### src/bmhq_pkg.sv
// shared constants, codes and types of the binary min-heap queue
`default_nettype none
package bmhq_pkg;

   localparam int CAPACITY_DEF  = 1024;
   localparam int KEY_WIDTH_DEF = 32;

   // fixed payload widths of the channels
   localparam int VALUE_W  = 32;
   localparam int STATUS_W = 2;
   localparam int OCC_W    = 11;

   localparam logic KIND_INSERT  = 1'b0;
   localparam logic KIND_EXTRACT = 1'b1;

   localparam logic [STATUS_W-1:0] STAT_DONE  = 2'd0;
   localparam logic [STATUS_W-1:0] STAT_FULL  = 2'd1;
   localparam logic [STATUS_W-1:0] STAT_EMPTY = 2'd2;

   // compare unit modes
   localparam logic CMP_UP   = 1'b0;
   localparam logic CMP_DOWN = 1'b1;

   typedef struct packed {
      logic pick_b;   // right child is the smaller one
      logic hit;      // up: key <= parent, down: key < chosen child
   } cmp_result_type;

endpackage
`default_nettype wire

### src/bmhq_cmp.sv
// shared key compare unit for sift-up and sift-down steps
`default_nettype none
module bmhq_cmp #(
   parameter int KEY_WIDTH = bmhq_pkg::KEY_WIDTH_DEF
) (
   input  wire logic                 mode,
   input  wire logic [KEY_WIDTH-1:0] key,
   input  wire logic [KEY_WIDTH-1:0] a,
   input  wire logic [KEY_WIDTH-1:0] b,
   input  wire logic                 b_ok,
   output bmhq_pkg::cmp_result_type  res
);
   import bmhq_pkg::*;

   logic                 pick_b;
   logic [KEY_WIDTH-1:0] chosen;

   always_comb begin
      // left child wins a tie
      pick_b = (mode == CMP_DOWN) && b_ok && (b < a);
      chosen = pick_b ? b : a;
      res.pick_b = pick_b;
      unique case (mode)
         CMP_UP:   res.hit = (key <= a);
         CMP_DOWN: res.hit = (key < chosen);
         default:  res.hit = 1'b0;
      endcase
   end
endmodule
`default_nettype wire

### config.mk
export PLATFORM = sky130hd
export DESIGN_NAME = bmhq_cmp
export DESIGN_NICKNAME = d
export VERILOG_FILES = /design/src/bmhq_pkg.sv /design/src/bmhq_cmp.sv
export SDC_FILE = /design/constraint.sdc
export NUM_CORES = 1
export LEC_CHECK = 0
export BUFFER_PORTS_ARGS = -buffer_cell sky130_fd_sc_hd__buf_4
export CORE_ASPECT_RATIO = 0.5
export CORE_MARGIN = 2
export CORE_UTILIZATION = 52
export DETAILED_ROUTE_END_ITERATION = 16
export PLACE_DENSITY = 0.82
export REMOVE_ABC_BUFFERS = 1
export SLEW_MARGIN = 5
export SYNTH_ARGS = -nofsm -noshare
export SYNTH_HDL_FRONTEND = slang
export SYNTH_SLANG_ARGS = --single-unit
### constraint.sdc
create_clock -name vclk -period 6.5
set_input_delay 1.3 -clock vclk [all_inputs]
set_output_delay 1.3 -clock vclk [all_outputs]
set_load 0.01 [all_outputs]
Word-level counts from Yosys, hierarchy flattened
Cells that the tools add are included.
{"block": "word_totals", "ramBits": 0, "ff_bits": 0, "memories": 0, "romBits": 0, "latchBits": 0, "inputBits": 98}
{"block": "op_classes", "mul": 0, "magnitude_cmp": 3, "div_mod_pow": 0, "n_eq_ne": 0, "shift": 0, "n_mux": 2, "addsub": 0, "reduce_logical": 2, "n_bitwise": 1}
{"operator": "< comparator 32 bit", "n": 2}
{"operator": "<= comparator 32 bit", "n": 1}
{"operator": "two-way mux 32 bit", "n": 1}
{"operator": "logical AND 1 bit", "n": 2}
{"operator": "case mux 1 bit (2 select lines)", "n": 1}
{"operator": "inverter 1 bit", "n": 1}

Logic depth before layout (Yosys ltp)
Gate-level depths: netlist of run 1.
{"block": "depth", "word_depth": 5, "mapped_depth": 18, "depth_no_buf": 17}

Worst setup path after synthesis of run 1
OpenSTA, ideal clock, no wires.
{"block": "synth_timing", "path_kind": "input to output", "start": "input a[30]", "end": "output res[0] (netlist name)", "slack_ns": 0.708, "cell_stages": 18, "arrival_ns": 4.492, "t_required_ns": 5.200, "cell_sequence": "inv_1 -> ha_1 -> a21oi_1 -> nand2_1 -> a211o_1 -> a2111o_1 -> a31oi_4 -> buf_2 -> nor2_1 -> a21oi_1 -> ha_1 -> a2111oi_0 -> o21ai_0 -> o211ai_1 -> nand3_1 -> a2bb2oi_1 -> nand3_1 -> o211ai_1"}
{"item": "from (decl)", "line_no": "bmhq_cmp.sv:8", "rtl": "input wire logic [KEY_WIDTH-1:0] a,"}
{"item": "to (decl)", "line_no": "bmhq_cmp.sv:11", "rtl": "output bmhq_pkg::cmp_result_type res"}

==> results of run 1 <==
per-layer routing:
| layer | part of all wire | vias to the layer above | wire (µm) |
|---|---|---|---|
| met5 | 0 | - | 0 |
| met4 | 0.0048 | 0 | 34 |
| met3 | 0.047 | 4 | 331 |
| met2 | 0.46 | 81 | 3218 |
| met1 | 0.49 | 1267 | 3483 |
| li1 | - | 1476 | - |
synth_stat cells, types with 4 or more instances:
cell type	n	area [µm²]
nor3_1	5	25.02
o21ai_0	17	85.08
nand4_1	13	81.33
nand2_1	15	56.30
buf_2	6	30.03
a21o_1	6	45.04
a21oi_1	57	285.3
or3_1	4	25.02
nand3_1	10	50.05
a211oi_1	4	30.03
inv_1	37	138.9
ha_1	94	1176
nor2_1	34	127.6
o21a_1	4	30.03
cell families after synthesis:
group	after synthesis	share of synthesized area
multiplexers	1	0.004024
AND/OR/NAND/NOR	92	0.1801
AO/OA/AOI/OAI	111	0.2721
buffers and inverters	44	0.07093
adder cells (fa/ha/maj)	94	0.4728
timing repair:
item,in CTS,in global routing
setup endpoints to repair,0,1
hold buffers,0,0
gates resized for setup,0,2
final timing paths:
kind	cells after the start	end	slack, ps
max	20	res[0]	320
min	5	res[0]	3050
where the power goes:
group | switching, mW | internal (mW)
Clock | 0 | 0
Combinational | 0.118 | 0.119
Sequential | 0 | 0
Total | 0.118 | 0.119
final cells by class:
cell class / instances / share of cell area
multi-input combinational: 298 / 0.6950
inverter: 37 / 0.04154
timing repair buffer: 103 / 0.2388
tap: 66 / 0.02470
per-stage QoR:
stage | instances | power (mW) | setup WS, ps | util
after global placement | 504 | 0.2224 | 234.1 | 0.7421
after CTS | 504 | 0.2329 | 235.5 | 0.7421
after global routing | 504 | 0.2703 | 47.58 | 0.7449
after detailed placement | 504 | 0.2314 | 241.8 | 0.7421
final | 504 | 0.2372 | 321.2 | 0.7449
after floorplan | 335 | 0.1333 | 152.9 | -
==> reports/metrics.cfg, run 1 <==
[placement]
place_hpwl_mm=6.408
gp_congestion=0.9137
postPlaceCellArea_um2=3331
io_buffers=100

[global_route]
grt_usage=0.2648
grt_busiest_layer=met2
first_global_vias=2708
grt_overflow=0
grt_pass1_wl_mm=11.73
antenna_found_initial=0
use_met2=0.4781
met1_usage=0.3629
grt_max_degree=34
gr-usage-met3=0.01321

[logic_synthesis]
synthCells=342
netlist_area_um2=2487
ys_seq_area_frac=0
synth_cell_types=33
syn_avg_cell_area_um2=7.273
yosysWarnings=0

[drt]
viasPerCell=5.611
first_iter_violations=76
route.detailed.drc=0
routed_wl_mm=7.067
wl_per_cell_um=14.02
postRouteAntennaNets=0
vias=2828
dr.pass1.iters=4

[cells_and_area]
diodes=0
ff_latch_area_um2=0
fin_nets=632
nFillCells=359
seq_cells=0
final_common_cell=buf_4
n_clock_buffer=0
final_cell_mix=buf_4 (101), ha_1 (94), a21oi_1 (57)
drive_above_1_share=0.2443
multi_input_area_um2=2323
stdcell_area_um2=3343
syn2layout_area_growth_pct=34.41

[critical_path]
worstPathCellList=buf_4 -> inv_1 -> ha_1 -> a21o_1 -> a21o_1 -> a221oi_1 -> o21ai_1 -> a31oi_4 -> buf_12 -> nor2_1 -> a21oi_1 -> ha_1 -> a21oi_1 -> o21ai_0 -> a21o_1 -> a211oi_1 -> a2bb2oi_2 -> nand3_1 -> o211ai_1 -> buf_4
crit_path_start=a[5]
start_kind=input port
end_kind=output port
crit_path_top_delay_cell=a221oi_1
crit_fanout=31
path_class=in -> out
crit_required_ps=5200
cpLargestDelayFamily=compound AO/OA/AOI/OAI gates
worstPathArrival_ps=4880
cp_num_buf_inv=4
critical_path.max_stage_delay_ps=300
crit_top_cell=a21o_1

[die]
dieArea_um2=5386
fp.coreArea_um2=4488
fp.dieW_um=101.8
initial_core_util=0.5542
row_count=17
dieHeight_um=52.91
io_pins=100

[flow_run]
maxCapViolCount=0

[pwr]
power_leakage_nw=1.781
p_per_area_nw_per_um2=70.94
max-vdd-ir-drop_mv=0.04141

[sta]
relSlewSlack=0.7312
tightest_slew_ps=400.1
rsz0062_at_grt=false
drv_slew=0
final_hold_viol_count=0
fmax_mhz=161.8
fin_crit_ps=6179
finalSetupViolations=0
tns_ps=0
fin_crit_sh=0.9506
whs_ps=3051

[status]
status=completed

[hold_path]
hp-start=key[0]
hp-class=in -> out

[cts]
postCtsSetupBuffers=0

No activity file was read; power rests on OpenSTA's default activity.
==> inputs of run 2 (changes only) <==
--- a/config.mk
+++ b/config.mk
@@ -9,3 +9,2 @@
 export CORE_ASPECT_RATIO = 0.5
-export CORE_MARGIN = 2
 export CORE_UTILIZATION = 52
==> constraint.sdc (replaced) <==
create_clock -name vclk -period 6.5
set_input_delay 1.3 -clock vclk [all_inputs]
set_output_delay 1.3 -clock vclk [all_outputs]
set_load 0.005 [all_outputs]
==> run 2 against run 1 <==
Compared with the run above: die area fell by 5.7%; count of clock-buffer cells in the layout is the same; first-iteration DRC count fell by 14%; combinational power about the same; sequential share of layout area unchanged; cell count is 0.20% higher; via count is 1.6% higher; non-clock buffer count up 1; critical path type unchanged; critical endpoint unchanged; largest cell class unchanged; highest routed layer unchanged.
==> reports/metrics.cfg, run 2 (synthesis gave the netlist of run 1 again) <==
[status]
status=completed

[hold_path]
worst_hold_path.num_cells=4  ; -1
hold_path_end=res[0]
hp-class=in -> out
hp-start=b[0]

[drt]
route.detailed.drc=0  ; unchanged
first_iter_violations=65  ; -14%
dr.pass1.iters=4  ; unchanged
postRouteAntennaNets=0  ; unchanged
vias=2872  ; +1.6%
viasPerCell=5.687  ; +1.4%
wl_per_cell_um=14.17  ; +1.1%
routed_wl_mm=7.157  ; +1.3%

[cells_and_area]
nFillCells=360  ; +0.28%
n_clock_buffer=0  ; unchanged
fin_nets=633  ; +0.16%
final_cell_mix=buf_4 (101), ha_1 (94), a21oi_1 (57)
diodes=0  ; unchanged
multi_input_area_um2=2325  ; about the same
final_common_cell=buf_4
drive_above_1_share=0.2460  ; +0.001721
syn2layout_area_growth_pct=34.56
fin_util=0.7457  ; +0.0008370
seq_cells=0  ; unchanged
ff_latch_area_um2=0  ; unchanged
stdcell_area_um2=3347  ; +0.11%

[critical_path]
crit_path_start=a[5]
crit_fanout=17  ; -45%
worstPathArrival_ps=4900  ; +20 ps
critical_path.max_stage_delay_ps=420  ; +120 ps
start_kind=input port
crit_required_ps=5200  ; about the same
path_class=in -> out
end_kind=output port
crit_path_top_delay_cell=a2111o_1
worstPathCellList=buf_4 -> inv_1 -> ha_1 -> a21o_1 -> a21o_1 -> a221oi_1 -> o21ai_1 -> a31oi_4 -> buf_6 -> buf_6 -> nor2_1 -> a21oi_1 -> ha_1 -> a211o_1 -> o22ai_1 -> nor3_1 -> o21ai_0 -> a2111o_1 -> a21oi_1 -> o211ai_1 -> buf_4

[pwr]
max-vdd-ir-drop_mv=0.03689  ; -11%
p_per_area_nw_per_um2=71.38  ; +0.63%
power_leakage_nw=1.785  ; +0.21%

[global_route]
grt_max_degree=34  ; unchanged
grt_overflow=0  ; unchanged
grt_pass1_wl_mm=11.65  ; -0.71%
grt_usage=0.2747  ; +0.009864
antenna_found_initial=0  ; unchanged
first_global_vias=2762  ; +2.0%

[die]
dieArea_um2=5081  ; -5.7%
dieHeight_um=50.91  ; -3.8%
fp.dieW_um=99.81  ; -2.0%
io_pins=100  ; unchanged
fp.coreArea_um2=4488  ; unchanged
row_count=17  ; unchanged
initial_core_util=0.5542  ; unchanged

[placement]
place_hpwl_mm=6.344  ; -1.0%
gp_congestion=0.9537  ; +4.4%
io_buffers=100  ; unchanged
postPlaceCellArea_um2=3326  ; -0.15%

[flow_run]
maxCapViolCount=0  ; unchanged

[cts]
postCtsSetupBuffers=0  ; unchanged
cts_hold_buffers=0  ; unchanged

[sta]
relSlewSlack=0.7392  ; +0.007943
tightest_slew_ps=388.3  ; -11.82 ps
tns_ps=0  ; unchanged
fin_crit_ps=6201  ; +22.23 ps
drv_slew=0  ; unchanged
final_hold_viol_count=0  ; unchanged
fin_crit_sh=0.9540  ; +0.003419
finalSetupViolations=0  ; unchanged
fmax_mhz=161.3  ; -0.36%
rsz0062_at_grt=false

==> run 2: layout make-up <==
| type | instances | area share |
|---|---|---|
| well taps | 66 | 0.02467 |
| inverters | 37 | 0.04150 |
| multi-input cells | 298 | 0.6946 |
| repair buffers | 104 | 0.2393 |
==> run 2: per-layer routing <==
metal  vias up  global-route usage  wire [µm]
met3         4             0.01915        360
met4         0             0.01225         20
li1       1481                   -          -
met2        82              0.5299       3319
met1      1305              0.3530       3457
met5         -                   0          0
==> run 2: worst max-delay path by stage <==
stage / end / slack [ps] / depth (start not counted)
detailed placement: res[0] / 200 / 19
CTS: res[0] / 180 / 19
floorplan: res[0] / 250 / 16
global route: res[0] / 5 / 21
global placement: res[0] / 270 / 19
finish: res[0] / 300 / 21
==> run 2: metrics by stage <==
step / std cells / setup slack, ps / hold slack [ps] / power, mW
after floorplan: 335 / 248.4 / 2781 / 0.1327
after global placement: 505 / 268.5 / 3051 / 0.2196
after detailed placement: 505 / 203.3 / 3035 / 0.2296
after CTS: 505 / 181.2 / 3036 / 0.2314
after global routing: 505 / 4.833 / 3059 / 0.2688
final: 505 / 299.0 / 3027 / 0.2389
==> run 2: worst max-delay path, delay by kind of cell <==
| kind | cells | cell delay (ps) |
|---|---|---|
| fa+ha+maj | 2 | 440 |
| simple gates | 2 | 170 |
| compound gates | 12 | 2250 |
| buf+inv | 5 | 720 |
==> run 2: timing repair <==
action,4_1_cts,5_1_grt
endpoints found under the setup margin,0,1
resized for setup,0,6
hold endpoints to repair,0,0
==> run 2: power by group <==
part / switching [mW] / internal, mW
logic: 0.119 / 0.120
registers: 0 / 0
clock network: 0 / 0
==> inputs of run 3 (changes only) <==
Clock period 6.5 ns to 6.6 ns, I/O delays scaled along.
==> run 3 against run 2 <==
Compared with the run above: count of clock-buffer cells in the layout stayed put; cell count is 0.20% higher; global-route usage is 0.39 points higher; non-clock buffer count is 1 higher; sequential share of layout area stayed put; final area is 0.30% lower; first-iteration DRC count is 20% higher; worst hold slack better by 92 ps; critical endpoint unchanged; sequential cell count stayed put; worst setup slack worse by 33 ps; wire length is 1.4% lower.
==> reports/metrics.cfg, run 3 (synthesis gave the netlist of run 1 again) <==
[status]
status=completed

[global_route]
first_global_vias=2737  ; -0.91%
grt_pass1_wl_mm=11.72  ; +0.59%
grt_usage=0.2786  ; +0.003898
antenna_found_initial=0  ; unchanged
grt_overflow=0  ; unchanged
grt_max_degree=26  ; -24%

[die]
fp.dieW_um=99.81  ; unchanged
fp.coreArea_um2=4488  ; unchanged
io_pins=100  ; unchanged
dieHeight_um=50.91  ; unchanged
initial_core_util=0.5542  ; unchanged
row_count=17  ; unchanged
dieArea_um2=5081  ; unchanged

[cells_and_area]
fin_nets=634  ; +0.16%
diodes=0  ; unchanged
fin_util=0.7435  ; -0.002231
stdcell_area_um2=3337  ; -0.30%
final_cell_mix=buf_4 (104), ha_1 (94), a21oi_1 (57)
syn2layout_area_growth_pct=34.15
drive_above_1_share=0.2477  ; +0.001714
final_common_cell=buf_4
ff_latch_area_um2=0  ; unchanged
instances_no_fill=506  ; +0.20%
seq_cells=0  ; unchanged
n_clock_buffer=0  ; unchanged

[pwr]
max-vdd-ir-drop_mv=0.03489  ; -5.4%
p_per_area_nw_per_um2=69.69  ; -2.4%
power_leakage_nw=1.786  ; about the same

[drt]
viasPerCell=5.755  ; +1.2%
wl_per_cell_um=13.95  ; -1.6%
dr.pass1.iters=4  ; unchanged
route.detailed.drc=0  ; unchanged
postRouteAntennaNets=0  ; unchanged
first_iter_violations=78  ; +20%
routed_wl_mm=7.059  ; -1.4%
vias=2912  ; +1.4%

[placement]
place_inst=506  ; +0.20%
io_buffers=100  ; unchanged
postPlaceCellArea_um2=3321  ; -0.15%
gp_congestion=0.9445  ; -0.96%
place_hpwl_mm=6.397  ; +0.83%

[critical_path]
worstPathArrival_ps=5010  ; +110 ps
crit_required_ps=5280  ; +80 ps
path_class=in -> out
end_kind=output port
start_kind=input port
crit_fanout=16  ; -1

[cts]
postCtsSetupBuffers=0  ; unchanged
cts_hold_buffers=0  ; unchanged

[flow_run]
maxCapViolCount=0  ; unchanged

[sta]
fin_crit_ps=6334
whs_ps=3119  ; +92.28 ps
relSlewSlack=0.7226  ; -0.01658
tightest_slew_ps=413.0  ; +24.67 ps
final_hold_viol_count=0  ; unchanged
fmax_mhz=157.9
drv_slew=0  ; unchanged
tns_ps=0  ; unchanged
fin_crit_sh=0.9596
finalSetupViolations=0  ; unchanged
rsz0062_at_grt=false

[hold_path]
hp-class=in -> out

## run 3: changes by cell type in the layout (fill, tap and decap cells not counted), sizes merged
cell / before / now
buf: 104 / 105
## run 3: power by group
group          leakage (nW)  internal (mW)  switching (mW)
clock                     0              0               0
sequential                0              0               0
combinational          1.79          0.116           0.116
total                  1.79          0.116           0.116
## run 3: through the flow
step	setup WS [ps]	power (mW)
CTS	267.6	0.2272
global route	44.59	0.2640
finish	266.4	0.2326
global placement	391.8	0.2170
floorplan	308.4	0.1307
detailed placement	285.5	0.2258
## run 3: worst paths after layout
kind	startpoint	endpoint	slack [ps]	cells past startpoint
worst min-delay path	b[0]	res[0]	3120	4
worst max-delay path	a[30]	res[0]	270	20
## run 3: routing by layer
layer  track usage  share of wire  vias to the layer above  wire (µm)
li1              -              -                     1481          -
met3       0.02052          0.074                        8        520
met1        0.3668           0.47                     1304       3284
met5             0              0                        -          0
met2        0.5115           0.45                      119       3189
met4       0.03922         0.0091                        0         64
## run 3: timing repair
| action | in CTS | in global routing |
|---|---|---|
| resized for setup | 0 | 3 |
| endpoints found under the setup margin | 0 | 1 |
| endpoints found under the hold margin | 0 | 0 |
## run 3: worst max-delay path, cell delays in order
cell,delay [ps]
buf_4,110
inv_1,110
ha_1,280
a21oi_1,170
nand2_1,70
a211o_1,300
a2111o_1,330
a31oi_4,190
buf_4,240
nor2_1,60
a21oi_1,140
ha_1,260
a21oi_1,150
o21ai_0,100
a21o_1,180
a211oi_1,300
a2bb2oi_2,230
nand3_1,100
o211ai_1,230
buf_4,150
## run 3: final cells by class
class	count	area, µm²
Tap cell	66	82.58
Inverter	37	138.9
Multi-Input combinational cell	298	2323
Fill cell	371	1151
Timing Repair Buffer	105	792.0
